===== src/sv/keyboard_scancode_queue_decoder_defines.svh =====
// ----------------------------------------------------------------------------
// keyboard scancode queue decoder: assertion macros
// Concurrent check macros used by the top-level design file.
// ----------------------------------------------------------------------------
`ifndef KEYBOARD_SCANCODE_QUEUE_DECODER_DEFINES_SVH
`define KEYBOARD_SCANCODE_QUEUE_DECODER_DEFINES_SVH

`ifndef SYNTH
// same-cycle implication
`define KSQD_ASSERT_IMP(lbl, clk, rst, ante, cons, msg) \
   lbl: assert property (@(posedge clk) disable iff (rst) (ante) |-> (cons)) \
      else $error(msg);
// next-cycle implication
`define KSQD_ASSERT_NXT(lbl, clk, rst, ante, cons, msg) \
   lbl: assert property (@(posedge clk) disable iff (rst) (ante) |=> (cons)) \
      else $error(msg);
`else
`define KSQD_ASSERT_IMP(lbl, clk, rst, ante, cons, msg)
`define KSQD_ASSERT_NXT(lbl, clk, rst, ante, cons, msg)
`endif

`endif


===== src/sv/ksqd_pkg.sv =====
`timescale 1ns / 1ps
// ----------------------------------------------------------------------------
// ksqd_pkg
// Shared constants, types and set-1 translation tables of the scan queue.
// ----------------------------------------------------------------------------
package ksqd_pkg;

   localparam int QUEUE_DEPTH = 16;

   localparam int SCAN_W = 8;
   localparam int CHAR_W = 7;
   localparam int MOD_W  = 7;

   // item kinds
   localparam logic FUNC_PUSH = 1'b0;
   localparam logic FUNC_READ = 1'b1;

   // modifier make and break codes
   localparam logic [SCAN_W-1:0] SC_LSHIFT_MAKE  = 8'h2A;
   localparam logic [SCAN_W-1:0] SC_LSHIFT_BREAK = 8'hAA;
   localparam logic [SCAN_W-1:0] SC_RSHIFT_MAKE  = 8'h36;
   localparam logic [SCAN_W-1:0] SC_RSHIFT_BREAK = 8'hB6;
   localparam logic [SCAN_W-1:0] SC_LCTRL_MAKE   = 8'h1D;
   localparam logic [SCAN_W-1:0] SC_LCTRL_BREAK  = 8'h9D;
   localparam logic [SCAN_W-1:0] SC_LALT_MAKE    = 8'h38;
   localparam logic [SCAN_W-1:0] SC_LALT_BREAK   = 8'hB8;

   // modifier register bits
   localparam logic [MOD_W-1:0] MOD_LSHIFT = 7'h02;
   localparam logic [MOD_W-1:0] MOD_LCTRL  = 7'h04;
   localparam logic [MOD_W-1:0] MOD_LALT   = 7'h08;
   localparam logic [MOD_W-1:0] MOD_RSHIFT = 7'h40;

   // per-cell control
   typedef struct packed {
      logic push;
      logic pop;
   } cell_ctl_type;

   // decoder control
   typedef struct packed {
      logic pop;
      logic empty_read;
   } dec_ctl_type;

   // unshifted us layout, codes 0x00-0x3f
   function automatic logic [CHAR_W-1:0] plain_char(input logic [5:0] idx);
      logic [CHAR_W-1:0] ch;
      unique case (idx)
         6'd2:    ch = 7'h31;
         6'd3:    ch = 7'h32;
         6'd4:    ch = 7'h33;
         6'd5:    ch = 7'h34;
         6'd6:    ch = 7'h35;
         6'd7:    ch = 7'h36;
         6'd8:    ch = 7'h37;
         6'd9:    ch = 7'h38;
         6'd10:   ch = 7'h39;
         6'd11:   ch = 7'h30;
         6'd12:   ch = 7'h2D;
         6'd13:   ch = 7'h3D;
         6'd14:   ch = 7'h08;
         6'd15:   ch = 7'h09;
         6'd16:   ch = 7'h71;
         6'd17:   ch = 7'h77;
         6'd18:   ch = 7'h65;
         6'd19:   ch = 7'h72;
         6'd20:   ch = 7'h74;
         6'd21:   ch = 7'h79;
         6'd22:   ch = 7'h75;
         6'd23:   ch = 7'h69;
         6'd24:   ch = 7'h6F;
         6'd25:   ch = 7'h70;
         6'd26:   ch = 7'h5B;
         6'd27:   ch = 7'h5D;
         6'd28:   ch = 7'h0A;
         6'd30:   ch = 7'h61;
         6'd31:   ch = 7'h73;
         6'd32:   ch = 7'h64;
         6'd33:   ch = 7'h66;
         6'd34:   ch = 7'h67;
         6'd35:   ch = 7'h68;
         6'd36:   ch = 7'h6A;
         6'd37:   ch = 7'h6B;
         6'd38:   ch = 7'h6C;
         6'd39:   ch = 7'h3B;
         6'd40:   ch = 7'h27;
         6'd41:   ch = 7'h60;
         6'd43:   ch = 7'h5C;
         6'd44:   ch = 7'h7A;
         6'd45:   ch = 7'h78;
         6'd46:   ch = 7'h63;
         6'd47:   ch = 7'h76;
         6'd48:   ch = 7'h62;
         6'd49:   ch = 7'h6E;
         6'd50:   ch = 7'h6D;
         6'd51:   ch = 7'h2C;
         6'd52:   ch = 7'h2E;
         6'd53:   ch = 7'h2F;
         6'd57:   ch = 7'h20;
         default: ch = 7'h00;
      endcase
      return ch;
   endfunction

   // shifted us layout, codes 0x00-0x3f
   function automatic logic [CHAR_W-1:0] shift_char(input logic [5:0] idx);
      logic [CHAR_W-1:0] ch;
      unique case (idx)
         6'd2:    ch = 7'h21;
         6'd3:    ch = 7'h40;
         6'd4:    ch = 7'h23;
         6'd5:    ch = 7'h24;
         6'd6:    ch = 7'h25;
         6'd7:    ch = 7'h5E;
         6'd8:    ch = 7'h26;
         6'd9:    ch = 7'h2A;
         6'd10:   ch = 7'h28;
         6'd11:   ch = 7'h29;
         6'd12:   ch = 7'h5F;
         6'd13:   ch = 7'h2B;
         6'd14:   ch = 7'h08;
         6'd15:   ch = 7'h09;
         6'd16:   ch = 7'h51;
         6'd17:   ch = 7'h57;
         6'd18:   ch = 7'h45;
         6'd19:   ch = 7'h52;
         6'd20:   ch = 7'h54;
         6'd21:   ch = 7'h59;
         6'd22:   ch = 7'h55;
         6'd23:   ch = 7'h49;
         6'd24:   ch = 7'h4F;
         6'd25:   ch = 7'h50;
         6'd26:   ch = 7'h7B;
         6'd27:   ch = 7'h7D;
         6'd28:   ch = 7'h0A;
         6'd30:   ch = 7'h41;
         6'd31:   ch = 7'h53;
         6'd32:   ch = 7'h44;
         6'd33:   ch = 7'h46;
         6'd34:   ch = 7'h47;
         6'd35:   ch = 7'h48;
         6'd36:   ch = 7'h4A;
         6'd37:   ch = 7'h4B;
         6'd38:   ch = 7'h4C;
         6'd39:   ch = 7'h3A;
         6'd40:   ch = 7'h22;
         6'd41:   ch = 7'h7E;
         6'd43:   ch = 7'h7C;
         6'd44:   ch = 7'h5A;
         6'd45:   ch = 7'h58;
         6'd46:   ch = 7'h43;
         6'd47:   ch = 7'h56;
         6'd48:   ch = 7'h42;
         6'd49:   ch = 7'h4E;
         6'd50:   ch = 7'h4D;
         6'd51:   ch = 7'h3C;
         6'd52:   ch = 7'h3E;
         6'd53:   ch = 7'h3F;
         6'd57:   ch = 7'h20;
         default: ch = 7'h00;
      endcase
      return ch;
   endfunction

endpackage


===== src/sv/ksqd_cell.sv =====
`timescale 1ns / 1ps
// ----------------------------------------------------------------------------
// ksqd_cell
// One queue slot: holds a scan byte and its occupied flag. On a pop it takes
// the contents of its right neighbor; on a push it loads the new byte when it
// is the first free slot of the row.
// ----------------------------------------------------------------------------
module ksqd_cell (
   input  logic                           clock,
   input  logic                           reset,
   input  ksqd_pkg::cell_ctl_type         ctl,
   input  logic [ksqd_pkg::SCAN_W-1:0]    push_data,
   input  logic                           left_valid,
   input  logic                           right_valid,
   input  logic [ksqd_pkg::SCAN_W-1:0]    right_data,
   output logic                           valid,
   output logic [ksqd_pkg::SCAN_W-1:0]    data
);

   logic                        valid_ff;
   logic                        valid_in;
   logic [ksqd_pkg::SCAN_W-1:0] data_ff;
   logic [ksqd_pkg::SCAN_W-1:0] data_in;

   // shift toward the head on pop, fill first free slot on push
   always_comb begin
      valid_in = valid_ff;
      data_in  = data_ff;
      if (ctl.pop) begin
         valid_in = right_valid;
         data_in  = right_data;
      end else if (ctl.push && !valid_ff && left_valid) begin
         valid_in = 1'b1;
         data_in  = push_data;
      end
   end

   always_ff @(posedge clock) begin
      if (reset) begin
         valid_ff <= 1'b0;
      end else begin
         valid_ff <= valid_in;
      end
   end

   // payload needs no reset
   always_ff @(posedge clock) begin
      data_ff <= data_in;
   end

   assign valid = valid_ff;
   assign data  = data_ff;

endmodule


===== src/sv/ksqd_decode.sv =====
`timescale 1ns / 1ps
// ----------------------------------------------------------------------------
// ksqd_decode
// Set-1 decoder: tracks the modifier register and translates the popped
// byte to ascii, then registers the response word.
// ----------------------------------------------------------------------------
module ksqd_decode (
   input  logic                           clock,
   input  logic                           reset,
   input  ksqd_pkg::dec_ctl_type          ctl,
   input  logic [ksqd_pkg::SCAN_W-1:0]    code,
   output logic                           rsp_strobe,
   output logic [ksqd_pkg::CHAR_W-1:0]    rsp_character,
   output logic [ksqd_pkg::MOD_W-1:0]     rsp_modifiers,
   output logic                           rsp_queue_empty
);

   logic [ksqd_pkg::MOD_W-1:0]  mod_ff;
   logic [ksqd_pkg::MOD_W-1:0]  mod_in;
   logic [ksqd_pkg::MOD_W-1:0]  mod_next;
   logic [ksqd_pkg::CHAR_W-1:0] char_next;
   logic                        strobe_ff;
   logic                        strobe_in;
   logic [ksqd_pkg::CHAR_W-1:0] char_ff;
   logic [ksqd_pkg::CHAR_W-1:0] char_in;
   logic [ksqd_pkg::MOD_W-1:0]  modout_ff;
   logic [ksqd_pkg::MOD_W-1:0]  modout_in;
   logic                        empty_ff;
   logic                        empty_in;
   logic                        shifted;

   // modifier update and table lookup for the head byte
   always_comb begin
      shifted   = |(mod_ff & (ksqd_pkg::MOD_LSHIFT | ksqd_pkg::MOD_RSHIFT));
      mod_next  = mod_ff;
      char_next = '0;
      unique case (code)
         ksqd_pkg::SC_LSHIFT_MAKE:  mod_next = mod_ff | ksqd_pkg::MOD_LSHIFT;
         ksqd_pkg::SC_LSHIFT_BREAK: mod_next = mod_ff & ~ksqd_pkg::MOD_LSHIFT;
         ksqd_pkg::SC_RSHIFT_MAKE:  mod_next = mod_ff | ksqd_pkg::MOD_RSHIFT;
         ksqd_pkg::SC_RSHIFT_BREAK: mod_next = mod_ff & ~ksqd_pkg::MOD_RSHIFT;
         ksqd_pkg::SC_LCTRL_MAKE:   mod_next = mod_ff | ksqd_pkg::MOD_LCTRL;
         ksqd_pkg::SC_LCTRL_BREAK:  mod_next = mod_ff & ~ksqd_pkg::MOD_LCTRL;
         ksqd_pkg::SC_LALT_MAKE:    mod_next = mod_ff | ksqd_pkg::MOD_LALT;
         ksqd_pkg::SC_LALT_BREAK:   mod_next = mod_ff & ~ksqd_pkg::MOD_LALT;
         default: begin
            // press codes below 0x40 only; release and high codes give none
            if (code[7:6] == 2'b00) begin
               char_next = shifted ? ksqd_pkg::shift_char(code[5:0])
                                   : ksqd_pkg::plain_char(code[5:0]);
            end
         end
      endcase
   end

   // response word
   always_comb begin
      strobe_in = ctl.pop || ctl.empty_read;
      mod_in    = ctl.pop ? mod_next : mod_ff;
      char_in   = ctl.pop ? char_next : '0;
      modout_in = ctl.pop ? mod_next : '0;
      empty_in  = ctl.empty_read;
   end

   always_ff @(posedge clock) begin
      if (reset) begin
         mod_ff    <= '0;
         strobe_ff <= 1'b0;
      end else begin
         mod_ff    <= mod_in;
         strobe_ff <= strobe_in;
      end
   end

   always_ff @(posedge clock) begin
      char_ff   <= char_in;
      modout_ff <= modout_in;
      empty_ff  <= empty_in;
   end

   assign rsp_strobe      = strobe_ff;
   assign rsp_character   = char_ff;
   assign rsp_modifiers   = modout_ff;
   assign rsp_queue_empty = empty_ff;

endmodule


===== src/sv/keyboard_scancode_queue_decoder.sv =====
`timescale 1ns / 1ps
// ----------------------------------------------------------------------------
// keyboard_scancode_queue_decoder
// Scan byte queue built as a row of slot cells, with a set-1 to ascii
// decoder on the head slot.
//
//   channel   ports                                    handshake
//   request   req_func, req_scan_byte                  start high, busy low
//   response  rsp_character, rsp_modifiers,            rsp_strobe, one cycle
//             rsp_queue_empty
//
// A word is taken in every cycle; busy stays low.
// A push is registered into the slot row and gives no response.
// A read pops the head slot and decodes it in the same cycle; the response
// is registered and is on the ports for a single cycle.
// The receiver cannot stall; each response is taken when shown.
// Synchronous reset empties the row and clears the modifiers; no sweep needed.
// ----------------------------------------------------------------------------
`include "keyboard_scancode_queue_decoder_defines.svh"

module keyboard_scancode_queue_decoder #(
   parameter int QUEUE_DEPTH = ksqd_pkg::QUEUE_DEPTH
) (
   input  logic                           clock,
   input  logic                           reset,
   input  logic                           start,
   output logic                           busy,
   input  logic                           req_func,
   input  logic [ksqd_pkg::SCAN_W-1:0]    req_scan_byte,
   output logic                           rsp_strobe,
   output logic [ksqd_pkg::CHAR_W-1:0]    rsp_character,
   output logic [ksqd_pkg::MOD_W-1:0]     rsp_modifiers,
   output logic                           rsp_queue_empty
);

   logic                        accept;
   logic                        empty;
   ksqd_pkg::cell_ctl_type      cell_ctl;
   ksqd_pkg::dec_ctl_type       dec_ctl;
   logic                        slot_valid [QUEUE_DEPTH];
   logic [ksqd_pkg::SCAN_W-1:0] slot_data  [QUEUE_DEPTH];

   // request decode
   assign busy   = 1'b0;
   assign accept = start && !busy;
   assign empty  = !slot_valid[0];

   assign cell_ctl.push = accept && (req_func == ksqd_pkg::FUNC_PUSH);
   assign cell_ctl.pop  = accept && (req_func == ksqd_pkg::FUNC_READ) && !empty;

   assign dec_ctl.pop        = cell_ctl.pop;
   assign dec_ctl.empty_read = accept && (req_func == ksqd_pkg::FUNC_READ) && empty;

   // slot row, head at index 0; a push into a full row finds no free slot
   for (genvar i = 0; i < QUEUE_DEPTH; i++) begin : g_slot
      logic                        left_valid;
      logic                        right_valid;
      logic [ksqd_pkg::SCAN_W-1:0] right_data;

      if (i == 0) begin : g_head
         assign left_valid = 1'b1;
      end else begin : g_body
         assign left_valid = slot_valid[i-1];
      end

      if (i == QUEUE_DEPTH - 1) begin : g_tail
         assign right_valid = 1'b0;
         assign right_data  = '0;
      end else begin : g_inner
         assign right_valid = slot_valid[i+1];
         assign right_data  = slot_data[i+1];
      end

      ksqd_cell u_cell (
         .clock       (clock),
         .reset       (reset),
         .ctl         (cell_ctl),
         .push_data   (req_scan_byte),
         .left_valid  (left_valid),
         .right_valid (right_valid),
         .right_data  (right_data),
         .valid       (slot_valid[i]),
         .data        (slot_data[i])
      );
   end

   // decoder on the head slot
   ksqd_decode u_decode (
      .clock           (clock),
      .reset           (reset),
      .ctl             (dec_ctl),
      .code            (slot_data[0]),
      .rsp_strobe      (rsp_strobe),
      .rsp_character   (rsp_character),
      .rsp_modifiers   (rsp_modifiers),
      .rsp_queue_empty (rsp_queue_empty)
   );

   // checks
   `KSQD_ASSERT_NXT(a_read_gives_word, clock, reset,
      accept && req_func == ksqd_pkg::FUNC_READ, rsp_strobe, "read gave no response word")
   `KSQD_ASSERT_NXT(a_push_fills, clock, reset,
      cell_ctl.push && empty, !empty, "push into empty queue left it empty")
   `KSQD_ASSERT_IMP(a_empty_word_zero, clock, reset,
      rsp_strobe && rsp_queue_empty, rsp_character == '0 && rsp_modifiers == '0,
      "empty response carries data")
   `KSQD_ASSERT_IMP(a_mod_bits_legal, clock, reset,
      rsp_strobe, (rsp_modifiers & 7'h31) == '0, "undefined modifier bit set")

endmodule


===== config.mk =====
export PLATFORM = sky130hd
export DESIGN_NAME = keyboard_scancode_queue_decoder
export DESIGN_NICKNAME = d
export VERILOG_FILES = /design/src/sv/ksqd_pkg.sv /design/src/sv/ksqd_cell.sv /design/src/sv/ksqd_decode.sv /design/src/sv/keyboard_scancode_queue_decoder.sv
export VERILOG_INCLUDE_DIRS = /design/src /design/src/sv
export SDC_FILE = /design/constraint.sdc
export NUM_CORES = 1
export LEC_CHECK = 0
export ABC_AREA = 1
export BUFFER_PORTS_ARGS = -buffer_cell sky130_fd_sc_hd__buf_4
export CAP_MARGIN = 0
export CELL_PAD_IN_SITES_DETAIL_PLACEMENT = 1
export CELL_PAD_IN_SITES_GLOBAL_PLACEMENT = 1
export CORE_ASPECT_RATIO = 0.5
export CORE_MARGIN = 2
export CORE_UTILIZATION = 49
export CTS_BUF_LIST = sky130_fd_sc_hd__clkbuf_2
export CTS_CLUSTER_SIZE = 14
export DETAILED_ROUTE_END_ITERATION = 16
export MAX_ROUTING_LAYER = met4
export PLACE_DENSITY_LB_ADDON = 0.1
export SYNTH_ARGS = -nofsm -noshare
export SYNTH_HDL_FRONTEND = slang
export SYNTH_HIERARCHICAL = 1
export SYNTH_SLANG_ARGS = --single-unit

===== constraint.sdc =====
create_clock -name clock -period 2.9 [get_ports clock]
set_input_delay 0 -clock clock [delete_from_list [all_inputs] [get_ports clock]]
set_output_delay 0 -clock clock [all_outputs]
set_load 0.01 [all_outputs]

==> results of run 1 <==
-- per-layer routing --
layer	vias to the layer above	wire, um
met2	154	10700
met5	-	0
li1	3255	-
met1	3176	10100
met3	51	787
met4	0	726
-- registers in the layout, summed over array words and instances (netlist names) --
name and flops:
g_slot.u_cell/data 128, g_slot.u_cell/valid 16, u_decode/rsp_character 7, u_decode/mod_ff 4, u_decode/rsp_modifiers 4, u_decode/rsp_queue_empty 1
u_decode/rsp_strobe 1
-- cell families after synthesis --
logic type	count (synthesis)
AND/OR/NAND/NOR	672
flip-flops	161
buffers and inverters	129
AO/OA/AOI/OAI	35
adder cells (fa/ha/maj)	14
other	3
-- critical path: stages, from the launching register on --
cell      delay (ps)
edfxtp_1         600
inv_1            400
ha_1             340
nand3_2          180
inv_2            110
nand2_2           60
nand2_1          110
nor2_4            50
nand2_2           90
clkinv_1          90
nand2_1           80
nor2_1            40
-- power groups by stage --
stage / logic, mW / clock network (mW) / registers [mW]
6_report: 0.446 / 1.37 / 2.60
2_1_floorplan: 0.298 / 0 / 2.64
4_1_cts: 0.445 / 1.40 / 2.60
5_1_grt: 0.504 / 1.50 / 2.60
3_5_place_dp: 0.429 / 0 / 2.65
3_3_place_gp: 0.414 / 0 / 2.64
-- timing repair --
item	CTS	global route
hold buffers	12	0
endpoints found under the setup margin	0	0
endpoints found under the hold margin	154	0
-- layout make-up --
class,instances,area [sq um]
Fill cell,2093,7650
Clock inverter,15,189
Multi-Input combinational cell,735,3200
Inverter,84,315
Tap cell,227,284
Timing Repair Buffer,43,365
Sequential cell,161,4500
Clock buffer,17,85.1
-- through the flow --
stage	instances	worst slack [ps]	cell area, sq um	util, %	total power, mW
finish	1282	671	8940	53.9	4.41
global route	1282	531	8940	53.9	4.61
CTS	1282	684	8940	53.9	4.44
detailed placement	1238	712	8550	51.5	3.08
global placement	1238	822	8550	51.5	3.06
floorplan	1025	403	8460	-	2.93
-- cell usage in the layout, fill, tap and decap left out, drive strengths merged --
master,n
nand3,75
a21oi,15
nand4,8
or2,2
buf,31
bufinv,2
dlygate4sd3,12
o31ai,1
o211ai,2
ha,14
dfxtp,33
o21ai,16
conb,14
clkbuf,17
nor2,68
nand2,515
edfxtp,128
clkinv,5
nor3,4
clkinvlp,2
o2111ai,1
inv,90
-- path summary, 6_finish.rpt --
path                                                    startpoint                                    to  cells after the start
worst max register to register  g_slot[0].u_cell/data[1]$_DFFE_PP_  u_decode/rsp_character[5]$_SDFF_PP0_                     11
worst max-delay path            g_slot[0].u_cell/data[1]$_DFFE_PP_  u_decode/rsp_character[5]$_SDFF_PP0_                     11
worst min register to register     u_decode/mod_ff[3]$_SDFFE_PP0P_       u_decode/mod_ff[3]$_SDFFE_PP0P_                      2
worst min-delay path                                         reset       u_decode/mod_ff[2]$_SDFFE_PP0P_                      3
==> metrics.md, run 1 <==
| Metric | Value |
|---|---|
| Outcome | `complete, no violations` |
| Die height | `between 90 and 100 um` |
| HPWL after DPL | `15400 um` |
| Synthesized instance count | `1014` |
| Final nets | `roughly 1100` |
| Total CTS buffers | `17` |
| Total global routing track utilization | `about a quarter` |
| Max Cap Violations | `0` |
| Startpoint types | `flip-flop` |
| Clock transition at path regs | `approximately 240 ps` |
| Int Power | `3.14 mW` |
| RSZ-0062 raised after global routing | `no` |
| H-tree lvl count | `4` |
| Static Leak | `between 4 and 5 nW` |
| I/O Buffers | `24` |
| Count of final hold-check violations | `0` |
| DRT iter0 DRCs | `approximately 500` |
| Sw Ratio | `28.9%` |
| GRT Max-Usage Layer | `met2` |
| Mux share of post-synthesis cell area | `0%` |
| Final ANT Viol Nets | `0` |
| Final Critical Period | `2230 ps` |
| Antenna violations before repair | `0` |
| Synthesis-to-layout area growth | `6.23%` |
| Drt wl/cell | `around 17 um` |
| Max Slew Vio Count | `0` |
| CTS Sinks | `about 160` |
| Met3 Use GR | `just under 5%` |
| Setup Fix Bufs, Post-CTS | `0` |
| Met1 usage | `32.6%` |
| Wirelength, routed | `22300 um` |
| Synth Flop Type | `edfxtp_1` |
| Final setup violation count | `0` |
| Synth top area share | `between 40% and 50%` |
| Main combinational cell family by area after synthesis | `simple AND/OR/NAND/NOR gates` |
| Synth Area in XOR/XNOR | `0%` |
| Psw | `1.27 mW` |
| Sequential share of power | `between 50% and 60%` |
| CTS tree | `done` |
| Async set or reset register ratio after synthesis | `0%` |
| CP endpoint kind | `flip-flop` |
| Worst min path class | `in2reg` |
| Simple-gate share of the synthesized area | `33.0%` |
| Yosys reg bits | `161` |
| Die area | `~18000 sq um` |
| Final worst-path cycle share | `around three quarters` |
| Setup TNS | `0 ps` |
| Synth Area in Adders | `under 10%` |
| Vias per cell | `5.18` |
| Clock Skews | `around 38 ps` |
| Post-CTS sizing | `0` |
| Critical Path AT | `2870 ps` |
| Root Driver | `clkbuf_2` |
| Die width | `189 um` |
| Mapped cell area | `about 8400 sq um` |
| Count leader, synth | `nand2_1` |
| Compound-gate portion of the synthesized area | `between 2 and 2.5%` |
| Cell Rows | `33` |
| Syn. warnings | `6` |
| Slew headroom | `between 60% and 70%` |
| VDD IR-drop max | `between 0.2 and 0.3 mV` |
| Synth top cells by count | `nand2_1, edfxtp_1, nor2_1, inv_1, nand3_1` |
| Peak Freq | `449 MHz` |
| Mean Syn Cell Area | `roughly 8.3 sq um` |
| Gr ovfl total | `0` |
| RD Place Congestion | `approximately 1` |
| Sequential area share after synthesis | `between 50% and 60%` |
| Residual DRC | `0` |
| # IOs | `29` |
| Antenna cells | `0` |
| GR Layer Usage met2 | `approximately 43%` |
| First-pass DRT Iterations | `4` |
| Clock share of power | `about 31%` |
| Vias in the first global route | `between 6000 and 7000` |
| Synth cell types | `29` |
| CTS max path bufs | `2` |
| Worst-path fanout max | `12` |
| Initial Util | `between 50 and 60%` |
| First-pass GRT wire length | `between 30000 and 40000 um` |
| CP Class | `reg2reg` |
| Largest net degree at the start of global routing | `between 100 and 150` |
| Clk_lat worst skew | `730 ps` |
| Slew @ Worst Pin | `548 ps` |
| CORE AREA | `between 15000 and 20000 sq um` |
| Gate power share | `approximately a tenth` |
| Worst R2R Setup Slack | `670 ps` |
| Power Density | `slightly below 500 nW/um^2` |
| Largest area contributor in the netlist | `edfxtp_1` |
| Share of cells above drive strength 1 | `about 11%` |
| DR vias | `6636` |
| Synth top area cells | `edfxtp_1, nand2_1, dfxtp_1` |
| WHS | `~210 ps` |
| EDFF count, synth | `approximately 130` |
| Worst path required time | `around 3500 ps` |
(Power assumes the default switching activity.)
==> run 2, diff against run 1 <==
--- a/config.mk
+++ b/config.mk
@@ -13,7 +13,7 @@
 export CELL_PAD_IN_SITES_GLOBAL_PLACEMENT = 1
 export CORE_ASPECT_RATIO = 0.5
 export CORE_MARGIN = 2
-export CORE_UTILIZATION = 49
+export CORE_UTILIZATION = 44
 export CTS_BUF_LIST = sky130_fd_sc_hd__clkbuf_2
 export CTS_CLUSTER_SIZE = 14
 export DETAILED_ROUTE_END_ITERATION = 16
==> constraint.sdc (replaced) <==
create_clock -name clock -period 1.85 [get_ports clock]
set_input_delay 0 -clock clock [delete_from_list [all_inputs] [get_ports clock]]
set_output_delay 0 -clock clock [all_outputs]
set_load 0.01 [all_outputs]
==> metrics.md, run 2 (synthesized netlist as in run 1, its figures left out) <==
| Metric | Value |
|---|---|
| CTS max path bufs | `2 (unchanged)` |
| Clock Skews | `47.3 ps (+9.48 ps)` |
| First-pass GRT wire length | `36400 um (about the same)` |
| Outcome | `complete, no violations` |
| Wire length on met2 | `11100 um (+4.3%)` |
| Largest net degree at the start of global routing | `66 (-44%)` |
| HPWL after DPL | `16000 um (+3.8%)` |
| Clock transition at path regs | `240 ps (about the same)` |
| DRT iter0 DRCs | `274 (-46%)` |
| Peak Freq | `564 MHz (+26%)` |
| Most frequent cells in the layout | `nand2_1, edfxtp_1, buf_4` |
| Final ANT Viol Nets | `0 (unchanged)` |
| Antenna cells | `0 (unchanged)` |
| Vias in the first global route | `6921 (-0.52%)` |
| Residual DRC | `0 (unchanged)` |
| RSZ-0062 raised after global routing | `no` |
| Critical Path AT | `2450 ps (-420 ps)` |
| Metal1 wirelength | `10500 um (+3.8%)` |
| Final nets | `1110 (+3.9%)` |
| Antenna violations before repair | `0 (unchanged)` |
| Pre-CTS setup slack | `-23.7 ps (-736 ps)` |
| Worst R2R Setup Slack | `80 ps (-590 ps)` |
| Final worst-path cycle share | `95.9% (+19 points)` |
| Count of final hold-check violations | `0 (unchanged)` |
| DR vias | `6783 (+2.2%)` |
| Die area | `20300 sq um (+11%)` |
| Die height | `102 um (+5.3%)` |
| RD Place Congestion | `0.963 (-3.6%)` |
| Worst min path class | `in2reg` |
| Share of cells above drive strength 1 | `14.7% (+3.6 points)` |
| First-pass DRT Iterations | `5 (+1)` |
| VDD IR-drop max | `0.494 mV (+86%)` |
| Commonest non-fill, non-tap cell in the layout | `nand2_1` |
| Synthesis-to-layout area growth | `11.0%` |
| Max Slew Vio Count | `0 (unchanged)` |
| Max Cap Violations | `0 (unchanged)` |
| Setup TNS | `0 ps (unchanged)` |
| Wirelength, routed | `22800 um (+2.3%)` |
| CP Class | `reg2reg` |
| Worst-path fanout max | `4 (-8)` |
| Initial Util | `45.3% (-5.4 points)` |
| Clk_lat worst skew | `740 ps (about the same)` |
| Static Leak | `4.51 nW (+5.0%)` |
| CTS tree | `done` |
| Total global routing track utilization | `24.7% (-1.8 points)` |
| WL met3 | `795 um (+1.0%)` |
| Vias per cell | `5.00 (-3.4%)` |
| Setup ws final | `76.7 ps (-594 ps)` |
| I/O Buffers | `24 (unchanged)` |
| H-tree lvl count | `4 (unchanged)` |
| Top routing layer used | `met4` |
| Power Density | `753 nW/um^2 (+53%)` |
| CP endpoint kind | `flip-flop` |
| Cell Rows | `35 (+6.1%)` |
| Die width | `200 um (+5.4%)` |
| # IOs | `29 (unchanged)` |
| Total CTS buffers | `17 (unchanged)` |
| Worst path required time | `2520 ps (-1020 ps)` |
| CTS Sinks | `161 (unchanged)` |
| Startpoint types | `flip-flop` |
| Final setup violation count | `0 (unchanged)` |
| Max reg flops | `128 (unchanged)` |
| Drt wl/cell | `16.8 um (-3.3%)` |
| Root Driver | `clkbuf_2` |
| Gr ovfl total | `0 (unchanged)` |
| CORE AREA | `18600 sq um (+12%)` |
| Setup Fix Bufs, Post-CTS | `0 (unchanged)` |
| Final Critical Period | `1770 ps (-456 ps)` |
| Post-layout util | `50.3% (-3.6 points)` |
run 2: changes by cell type in the layout (fill, tap and decap cells not counted), moves of 2 or more:
cell        previous run  this run
buf_12                 1         3
buf_4                 30        70
bufinv_16              2         4
clkbuf_2              17        19
clkinv_1               2         4
clkinv_4               2         4
clkinvlp_4             2         0
inv_6                  4         1
inv_8                  4         1
nor2_1                62        60
nor2_2                 3         5
run 2: repair_timing:
item / 4_1_cts / 5_1_grt
endpoints found under the setup margin: 2 / 4
hold buffers: 12 / 0
endpoints found under the hold margin: 150 / 0
resized for setup: 1 / 5
pin swaps: 0 / 0
run 2: stage by stage:
stage / power, mW / hold WS [ps] / cells / instance area (sq um)
floorplan: 4.60 / 69.1 / 1025 / 8470
global placement: 4.84 / 371 / 1312 / 8930
detailed placement: 4.87 / 379 / 1312 / 8930
CTS: 7.09 / 113 / 1356 / 9340
global route: 7.35 / 102 / 1356 / 9340
finish: 7.04 / 186 / 1356 / 9340
run 2: worst paths after layout:
| kind | startpoint | to | depth (start not counted) |
|---|---|---|---|
| worst max-delay path | g_slot[0].u_cell/data[0]$_DFFE_PP_ | u_decode/rsp_character[4]$_SDFF_PP0_ | 8 |
| worst min-delay path | reset | u_decode/mod_ff[2]$_SDFFE_PP0P_ | 3 |
| worst max register to register | g_slot[0].u_cell/data[0]$_DFFE_PP_ | u_decode/rsp_character[4]$_SDFF_PP0_ | 8 |
| worst min register to register | u_decode/mod_ff[3]$_SDFFE_PP0P_ | u_decode/mod_ff[3]$_SDFFE_PP0P_ | 2 |
run 2: worst max-delay path: stages (launching register included):
cell and delay, ps:
edfxtp_1 410, buf_4 140, ha_1 230, inv_1 90, o21ai_0 360, a21oi_1 120
o21ai_0 230, nand2_1 80, nor2_1 100
run 2: area by class of cell:
class / instances / area [sq um]
fill: 2320 / 9220
sequential: 161 / 4500
multi-input combinational: 735 / 3210
timing repair buffer: 85 / 706
tap: 259 / 324
inverter: 84 / 318
clock inverter: 13 / 188
clock buffer: 19 / 95.1
run 2: power breakdown:
group / total (mW) / switching, mW / internal, mW
Clock: 2.22 / 1.30 / 0.912
Combinational: 0.757 / 0.513 / 0.244
Sequential: 4.06 / 0.0399 / 4.02
run 2: layer usage:
| metal | global-route usage, % | vias to the layer above |
|---|---|---|
| met2 | 41.3 | 121 |
| met5 | - | - |
| met4 | 7.07 | 0 |
| met1 | 31.2 | 3301 |
| met3 | 4.19 | 25 |
| li1 | - | 3336 |
